<file path="src/sv/rlh_pkg.sv">
// Package for the RGB and luma histogram block: constants, kind codes and
// the command struct passed from the controller to the datapath.
// No dependencies.
package rlh_pkg;

    // Fixed field widths
    localparam int LEVEL_W  = 8;    // one colour byte, also the counter index
    localparam int BIN_W    = 9;    // requested bin
    localparam int KIND_W   = 2;
    localparam int FIELD_W  = 32;   // count fields on the result beat
    localparam int LEVELS   = 1 << LEVEL_W;

    // Default counter width, handed to the top level parameter
    localparam int COUNT_WIDTH_DEF = 32;

    // Histogram bins seen from outside; each counter covers BIN_COUNT/256 bins
    localparam int BIN_COUNT = 512;

    // bin -> counter index as (bin * BIN_RECIP) >> BIN_SHIFT, exact for bin < 512
    localparam int BIN_SHIFT  = 20;
    localparam int BIN_RECIP  = ((1 << BIN_SHIFT) * LEVELS + BIN_COUNT - 1) / BIN_COUNT;
    localparam int BIN_RCP_W  = BIN_SHIFT + 1;
    localparam int BIN_PROD_W = BIN_W + BIN_RCP_W;

    // BT.709 luma in Q16, rounded half up; coefficients sum to 2^16
    localparam int COEF_W = 16;
    localparam int PROD_W = COEF_W + LEVEL_W;
    localparam logic [COEF_W-1:0] LUMA_CR   = 16'd13933;
    localparam logic [COEF_W-1:0] LUMA_CG   = 16'd46871;
    localparam logic [COEF_W-1:0] LUMA_CB   = 16'd4732;
    localparam logic [PROD_W-1:0] LUMA_HALF = 24'd32768;

    typedef enum logic [KIND_W-1:0] {
        KIND_PIXEL = 2'd0,
        KIND_READ  = 2'd1,
        KIND_CLEAR = 2'd2
    } kind_t;

    typedef struct packed {
        logic               capture;   // latch the input payload
        logic               pix_mul;   // register luma products
        logic               pix_rd;    // read counters for a pixel
        logic               pix_wr;    // write back incremented counters
        logic               bin_rd;    // read counters for a bin request
        logic               out_load;  // load the result register
        logic               clr_wr;    // write zero during a clearing sweep
        logic [LEVEL_W-1:0] clr_addr;
    } dp_cmd_t;

endpackage

</file>
<file path="src/sv/rlh_ctrl.sv">
// Controller of the histogram block: sequences pixel updates, bin reads and
// clearing sweeps, and owns both handshakes. Depends on rlh_pkg.
module rlh_ctrl (
    input  logic                          clk,
    input  logic                          rst_n,
    input  logic                          in_valid,
    input  logic [rlh_pkg::KIND_W-1:0]    in_kind,
    input  logic                          in_region,
    output logic                          in_ready,
    input  logic                          out_ready,
    output logic                          out_valid,
    output rlh_pkg::dp_cmd_t              cmd
);

    typedef enum logic [2:0] {
        ST_CLEAR,
        ST_IDLE,
        ST_PIX_MUL,
        ST_PIX_RD,
        ST_PIX_WR,
        ST_BIN_RD,
        ST_BIN_OUT
    } state_t;

    state_t                       state_reg, state_next;
    logic [rlh_pkg::LEVEL_W-1:0]  clr_addr_reg, clr_addr_next;
    logic                         out_valid_reg, out_valid_next;

    always_comb
    begin
        state_next    = state_reg;
        clr_addr_next = clr_addr_reg;
        in_ready      = 1'b0;
        cmd           = '0;
        cmd.clr_addr  = clr_addr_reg;

        case (state_reg)
            ST_CLEAR:
            begin
                cmd.clr_wr    = 1'b1;
                clr_addr_next = clr_addr_reg + 1'b1;
                if (&clr_addr_reg)
                begin
                    state_next = ST_IDLE;
                end
            end
            ST_IDLE:
            begin
                in_ready = 1'b1;
                if (in_valid)
                begin
                    cmd.capture = 1'b1;
                    case (in_kind)
                        rlh_pkg::KIND_PIXEL:
                        begin
                            if (in_region)
                            begin
                                state_next = ST_PIX_MUL;
                            end
                        end
                        rlh_pkg::KIND_READ:
                        begin
                            state_next = ST_BIN_RD;
                        end
                        rlh_pkg::KIND_CLEAR:
                        begin
                            clr_addr_next = '0;
                            state_next    = ST_CLEAR;
                        end
                        default:
                        begin
                            state_next = ST_IDLE;
                        end
                    endcase
                end
            end
            ST_PIX_MUL:
            begin
                cmd.pix_mul = 1'b1;
                state_next  = ST_PIX_RD;
            end
            ST_PIX_RD:
            begin
                cmd.pix_rd = 1'b1;
                state_next = ST_PIX_WR;
            end
            ST_PIX_WR:
            begin
                cmd.pix_wr = 1'b1;
                state_next = ST_IDLE;
            end
            ST_BIN_RD:
            begin
                cmd.bin_rd = 1'b1;
                state_next = ST_BIN_OUT;
            end
            ST_BIN_OUT:
            begin
                // wait for the result register to be free
                if (!out_valid_reg || out_ready)
                begin
                    cmd.out_load = 1'b1;
                    state_next   = ST_IDLE;
                end
            end
            default:
            begin
                state_next = ST_IDLE;
            end
        endcase

        if (cmd.out_load)
        begin
            out_valid_next = 1'b1;
        end
        else if (out_ready)
        begin
            out_valid_next = 1'b0;
        end
        else
        begin
            out_valid_next = out_valid_reg;
        end
    end

    always_ff @(posedge clk or negedge rst_n)
    begin
        if (!rst_n)
        begin
            state_reg     <= ST_CLEAR;
            clr_addr_reg  <= '0;
            out_valid_reg <= 1'b0;
        end
        else
        begin
            state_reg     <= state_next;
            clr_addr_reg  <= clr_addr_next;
            out_valid_reg <= out_valid_next;
        end
    end

    assign out_valid = out_valid_reg;

endmodule

</file>
<file path="config.mk">
export PLATFORM = sky130hd
export DESIGN_NAME = rlh_ctrl
export DESIGN_NICKNAME = d
export VERILOG_FILES = /design/src/sv/rlh_pkg.sv /design/src/sv/rlh_ctrl.sv
export SDC_FILE = /design/constraint.sdc
export NUM_CORES = 1
export LEC_CHECK = 0
export BUFFER_PORTS_ARGS = -buffer_cell sky130_fd_sc_hd__buf_2
export CORE_MARGIN = 4
export CORE_UTILIZATION = 45
export DETAILED_ROUTE_END_ITERATION = 6
export PLACE_DENSITY = 0.73
export SLEW_MARGIN = 20
export SYNTH_ARGS = -nofsm -noshare
export SYNTH_HDL_FRONTEND = slang
export SYNTH_SLANG_ARGS = --single-unit
</file>
<file path="constraint.sdc">
create_clock -name clk -period 4.75 [get_ports clk]
set_clock_uncertainty 0.05 [all_clocks]
set_input_delay 0.2375 -clock clk [delete_from_list [all_inputs] [get_ports clk]]
set_output_delay 0.2375 -clock clk [all_outputs]
set_load 0.02 [all_outputs]
</file>
After elaboration in Yosys (flattened, before gate mapping)
Cells that the tools add are included.

Register bits after elaboration: 12. Bits of input ports: 7. Output and inout port bits: 17. Logic and storage cells: 47.

Add/sub/neg operators: 1. Equal/unequal tests: 13. Mux-type cells: 21. Reductions and logical operators: 9.

Operators with widths (count): 3-bit one-hot mux with 6 select lines (1); 8-bit two-way mux (2); 8-bit one-hot mux with 2 select lines (1); 1-bit two-way mux (12); 3-bit two-way mux (4); 3-bit equality test (second input constant) (3); 3-bit one-hot mux with 3 select lines (1); 8-bit by 1-bit adder with 8-bit output (second input constant) (1); 8-bit AND reduction (1); 3-bit by 2-bit equality test with 1-bit output (second input constant) (2); 2-bit != test (second input constant) (3); 4-bit AND reduction (1); 2-bit nonzero test (2); 3-bit by 1-bit equality test with 1-bit output (second input constant) (1); 3-bit logical NOT (1); 3-bit != test (second input constant) (1); 3-bit AND reduction (1); 2-bit by 1-bit equality test with 1-bit output (second input constant) (1); 2-bit equality test (second input constant) (1); 2-bit logical NOT (1); 2-bit by 1-bit != test with 1-bit output (second input constant) (1); 1-bit logical NOT (1); 1-bit logical OR (1).

Depth between registers and ports, before layout
Gate-level depths: netlist (run 1).

Depth after elaboration: 5. Depth in mapped cells: 5.

Least setup slack after synthesis (run 1)
No wires, ideal clock.

Kind: register to register. Start point: reg clr_addr_reg[0] in the netlist's numbering. End point: reg state_reg[0]. Arrival time: 1.546 ns. Required time: 4.596 ns. Slack: 3.049 ns. Cell stages (with the launch flop): 5. Buffers on the path: 0. Period minus slack after synthesis: 1.701 ns. Path through: dfrtp_1 -> ha_1 -> nand3_1 -> or4_1 -> a221oi_1.

Longest elaborated chain between the ends: 3.

Ends and longest elaborated chain: from (decl) (RTL line rlh_ctrl.sv:26) `logic [rlh_pkg::LEVEL_W-1:0] clr_addr_reg, clr_addr_next;`; from (signal assigned) (RTL line rlh_ctrl.sv:137) `clr_addr_reg <= clr_addr_next;`; 8-bit AND reduction (RTL line rlh_ctrl.sv:42) `if (&clr_addr_reg)`; 2-bit != test (no line); 4-bit AND reduction (no line); to (signal assigned) (RTL line rlh_ctrl.sv:136) `state_reg <= state_next;`; to (decl) (RTL line rlh_ctrl.sv:25) `state_t state_reg, state_next;`.

Every way passes these cells. A chain may end at the register's enable or synchronous reset.

==> out/summary.txt, run 1 <==
I/O pin count -> 24
vias per cell -> 5.68
max frequency -> 522 MHz
final instance area -> 890 um^2
share of the synthesized area in the top cell type -> 40.9%
number of different library cells in the post-synthesis netlist -> 35
CTS tree -> built
Worst Hold Path Cells -> 3
Slew Viols, Final -> 0
crit path kind -> reg2out
Min-Delay Path Class -> in2reg
Routability Congestion -> 0.766
number of max-cap violations -> 0
setup violators final -> 0
non-filler cells in the finished layout -> 123
Synth area leader -> dfrtp_1
setup TNS -> 0 ps
Initial DRC Count -> 8
Synth area leaders -> dfrtp_1, o211ai_1, o21ai_0
number of hold violations in the final report -> 0
largest net degree at the start of global routing -> 15
RSZ-0062 raised after global routing -> false
Core ar. -> 0.00152 mm^2
total track usage -> 15.3%
clk slew on worst S/H paths -> 80 ps
die area -> 0.00234 mm^2
Clock Tree Root -> clkbuf_4
Filler Cell Count -> 135
Lkg Pwr -> 0.429 nW
Post-synth EDFFs -> 0
antenna violations before repair -> 0
Synth top cells by count -> dfrtp_1, inv_1, nand2_1, nor2_1, o21ai_0
clock network latency to the later pin of the worst-skew pair -> 280 ps
Port Buffers -> 23
area delta synth->final -> 21.1%
Die Ht -> 48.4 um
Placed Area -> 843 um^2
Die W -> 48.4 um
Initial DRT Pass Iterations -> 4
DRT antenna net count -> 0
total power -> 0.609 mW
Post-layout nets -> 116
clk buf depth -> 2
post-layout minimum cycle time -> 1910 ps
Power Density -> 684 mW/mm^2
DP HPWL -> 1.25 mm
sequential element share of the synthesized area -> 40.9%
Largest register FFs -> 8
CP arrival -> 1630 ps
final core occ -> 58.4%
R2R depth -> 4
Resized cells post-CTS -> 0
DRC viols -> 0
final WL -> 1.66 mm
clk sink count -> 12
worst path required time -> 4460 ps
synthesized area -> 734 um^2
Multi-input gate area -> 378 um^2
wire per inst -> 13.5 um
most frequent cell after synthesis -> dfrtp_1
mean post-synth cell area -> 8.85 um^2
area taken by flip-flops and latches -> 300 um^2
FFs w/ async S/R, synth -> 100%
Mapped Cells -> 83
vias in the first global route -> 673
share of layout cells above drive strength 1 -> 28.0%
Syn Nets -> 91
Critical Path Fanout Max -> 14
Slew @ Worst Pin -> 616 ps
initial core utilization -> 48.2%
warnings from Yosys -> 0
ANT cells -> 0
Startpoint Class -> flop
first-pass GRT wire length -> 2.94 mm
TritonCTS buffer count -> 3
Rows -> 14
worst relative slew slack -> 58.9%
Worst VDD drop -> 0.370 mV
crit end category -> primary output
FF+latch count, synth -> 12
vias -> 699
total grt overflow -> 0
H-tree depth -> 1
Inst Count DP -> 118
Top FF cell, synth -> dfrtp_1
status -> complete, no violations
final worst-path cycle share -> 40.3%
final timing paths:
path	start	end	slack [ps]
setup reg to reg	clr_addr_reg[0]$_DFFE_PN0P_	state_reg[0]$_DFFE_PN0P_	3020
hold reg to reg	clr_addr_reg[4]$_DFFE_PN0P_	clr_addr_reg[4]$_DFFE_PN0P_	480
setup / recovery	state_reg[0]$_DFFE_PN0P_	cmd[8]	2840
max in group asynchronous	rst_n	clr_addr_reg[3]$_DFFE_PN0P_	4110
min in group asynchronous	rst_n	clr_addr_reg[7]$_DFFE_PN0P_	310
hold / removal	out_ready	out_valid$_DFFE_PN0P_	220
kinds of logic (layout without fill, tap and decap cells):
logic type | count (synthesis) | in the layout | share of synthesized area, %
AO/OA/AOI/OAI | 24 | 24 | 22.0
adder cells (fa/ha/maj) | 1 | 1 | 1.70
buffers and inverters | 12 | 36 | 7.67
flip-flops | 12 | 12 | 40.9
AND/OR/NAND/NOR | 34 | 34 | 27.8
worst max-delay path: stages, from the launching register on:
cell and delay (ps):
dfrtp_1 520, or3_4 460, clkinv_1 170, buf_2 200
cells in the final DEF (no fill, tap or decap), drive strengths merged, types with 2 or more instances in the layout:
cell	count
nand3b	2
clkbuf	4
inv	7
o21ai	6
nor2b	2
a31oi	2
a21o	2
a21boi	2
o211ai	5
nand2	6
nand2b	2
dfrtp	12
nand3	3
a21oi	2
nor2	6
or4	4
buf	23
report_power, final:
part	switching, mW	internal, mW
Clock	0.0355	0.0466
Combinational	0.185	0.120
Sequential	0.0752	0.146
routing by layer:
metal	part of all wire (%)	up-vias	routed length [um]	track usage (%)
met3	6.7	3	111	5.52
li1	-	350	-	-
met4	0.36	0	6	2.76
met1	42	329	697	18.0
met2	51	17	848	26.5
met5	0	-	0	0
area by class of cell:
cell class,instances,area share (%)
Multi-Input combinational cell,59,42.5
Sequential cell,12,33.8
Timing Repair Buffer,24,14.1
Clock buffer,4,4.08
Inverter,8,3.38
Tap cell,16,2.25
what timing repair did:
action | 4_1_cts | 5_1_grt
hold endpoints to repair | 12 | 0
hold buffers | 1 | 0
setup buffers | 0 | 0
stage by stage:
stage | setup WS, ps | hold WS (ps)
final | 2840 | 223
after floorplan | 3050 | -108
after global routing | 2780 | 271
after detailed placement | 3020 | 75.6
after CTS | 2860 | 240
after global placement | 3070 | 77.2
No activity file was read; power rests on OpenSTA's default activity.
==> run 2: changes to the inputs <==
Clock period 4.75 ns to 1.9 ns, I/O delays scaled along.
==> run 2 against run 1 <==
First-iteration DRC count decreased by 38%. Core utilization increased by 2.5 points. Clock power increased by 140%. Hold slack got worse by 110 ps. Global-route usage decreased by 1.3 points. Largest power group unchanged. Highest routed layer unchanged.
==> out/summary.txt, run 2 (synthesis gave the netlist of run 1 again) <==
Largest register FFs -> 8 (unchanged)
post-layout minimum cycle time -> 1720 ps
Routability Congestion -> 0.743 (was 0.766)
Slew @ Worst Pin -> 267 ps (was 616 ps)
total grt overflow -> 0 (unchanged)
Setup crit end -> state_reg[0]$_DFFE_PN0P_ (was cmd[8])
commonest cells after routing, fill and taps aside -> buf_2, dfrtp_1, inv_1 (unchanged)
r2r endpoint -> state_reg[0]$_DFFE_PN0P_ (unchanged)
largest net degree at the start of global routing -> 14 (was 15)
H-tree depth -> 1 (unchanged)
max frequency -> 582 MHz
Post-layout nets -> 121 (was 116)
Startpoint Class -> flop (unchanged)
CP arrival -> 1840 ps (was 1630 ps)
Die W -> 48.4 um (unchanged)
status -> complete, no violations (unchanged)
vias -> 741 (was 699)
initial core utilization -> 48.2% (unchanged)
total track usage -> 14.0% (was 15.3%)
worst path required time -> 2020 ps (was 4460 ps)
clk buf depth -> 2 (unchanged)
R2R depth -> 4 (unchanged)
antenna violations before repair -> 0 (unchanged)
final WL -> 1.64 mm (was 1.66 mm)
critical-path cell list -> ha_1, nand3_1, or4_1, a221oi_1 (was or3_4, clkinv_1, buf_2)
worst relative slew slack -> 82.2% (was 58.9%)
DRC viols -> 0 (unchanged)
crit path kind -> reg2reg (was reg2out)
setup TNS -> 0 ps (unchanged)
area delta synth->final -> 26.2% (was 21.1%)
wire per inst -> 12.8 um (was 13.5 um)
Initial DRT Pass Iterations -> 4 (unchanged)
I/O pin count -> 24 (unchanged)
Worst VDD drop -> 0.852 mV (was 0.370 mV)
R2R Setup Slk -> 180 ps (was 3020 ps)
Rows -> 14 (unchanged)
Min-Delay Path Class -> in2reg (unchanged)
Slowest Stage Delay on Critical Path -> 500 ps (was 520 ps)
Die Ht -> 48.4 um (unchanged)
clock network latency to the later pin of the worst-skew pair -> 270 ps (was 280 ps)
slowest stage cell, crit path -> or4_1 (was dfrtp_1)
Port Buffers -> 23 (unchanged)
crit end category -> flop (was primary output)
Clock Tree Root -> clkbuf_4 (unchanged)
Initial DRC Count -> 5 (was 8)
CTS tree -> built (unchanged)
DRT antenna net count -> 0 (unchanged)
die area -> 0.00234 mm^2 (unchanged)
Critical Path Fanout Max -> 7 (was 14)
Power Density -> 1710 mW/mm^2 (was 684 mW/mm^2)
crit path from -> clr_addr_reg[0]$_DFFE_PN0P_ (was state_reg[0]$_DFFE_PN0P_)
first-pass GRT wire length -> 2.73 mm (was 2.94 mm)
leading cell type in the layout, fill and taps excluded -> buf_2 (unchanged)
setup violators final -> 0 (unchanged)
clk sink count -> 12 (unchanged)
Lkg Pwr -> 0.454 nW (was 0.429 nW)
number of hold violations in the final report -> 0 (unchanged)
final worst-path cycle share -> 90.4%
vias per cell -> 5.79 (was 5.68)
RSZ-0062 raised after global routing -> false (unchanged)
clk slew on worst S/H paths -> 80 ps (about the same)
ANT cells -> 0 (unchanged)
DP HPWL -> 1.24 mm (was 1.25 mm)
Hold WS -> 110 ps (was 223 ps)
HP Start -> out_ready (unchanged)
share of layout cells above drive strength 1 -> 31.3% (was 28.0%)
number of max-cap violations -> 0 (unchanged)
TritonCTS buffer count -> 3 (unchanged)
Slew Viols, Final -> 0 (unchanged)
Core ar. -> 0.00152 mm^2 (unchanged)
vias in the first global route -> 631 (was 673)
start of the worst register-to-register path -> clr_addr_reg[0]$_DFFE_PN0P_ (unchanged)
total power -> 1.59 mW (was 0.609 mW)
[run 2: worst min path at each step]
stage                                             end  slack, ps  cells past startpoint
final                           out_valid$_DFFE_PN0P_        110                      3
after global routing            out_valid$_DFFE_PN0P_        110                      3
after CTS                       out_valid$_DFFE_PN0P_        110                      3
after detailed placement  clr_addr_reg[6]$_DFFE_PN0P_        -70                      1
after global placement          out_valid$_DFFE_PN0P_        -70                      1
after floorplan           clr_addr_reg[0]$_DFFE_PN0P_       -250                      0
[run 2: cell type report]
cell class	instances	area, um^2
inverters	8	30.0
well taps	16	20.0
fillers	133	597
flip-flops and latches	12	300
repair buffers	29	163
multi-input cells	59	378
clock buffers	4	36.3
[run 2: per-stage QoR]
stage / instance area, um^2 / util, % / std cells / setup slack [ps]
finish: 927 / 60.8 / 128 / 182
global route: 927 / 60.8 / 128 / 63.4
CTS: 927 / 60.8 / 128 / 197
detailed placement: 881 / 57.8 / 123 / 219
global placement: 881 / 57.8 / 123 / 290
floorplan: 734 / - / 83 / 199
[run 2: what timing repair did]
| action | 4_1_cts | 5_1_grt |
|---|---|---|
| hold buffers | 1 | 0 |
| buffers inserted | 0 | 0 |
| resized for setup | 0 | 0 |
| endpoints found under the hold margin | 12 | 0 |
[run 2: report_power, final]
part	leakage [nW]	internal (mW)	switching [mW]
Clock	0.0210	0.116	0.0848
Sequential	0.153	0.366	0.126
Combinational	0.280	0.361	0.530
[run 2: worst max-delay path: cells and delay by family, from the launching register on]
family | cells | cell delay (ps)
AND/OR/NAND/NOR | 2 | 650
flip-flops | 1 | 460
AO/OA/AOI/OAI | 1 | 250
adder cells (fa/ha/maj) | 1 | 220
[run 2: metal layers]
metal / vias to the layer above / global-route usage [%] / wire length, um
met5: - / 0 / 0
met4: 0 / 4.15 / 6
met3: 2 / 3.37 / 103
met2: 22 / 24.1 / 839
met1: 357 / 17.1 / 694
li1: 360 / - / -
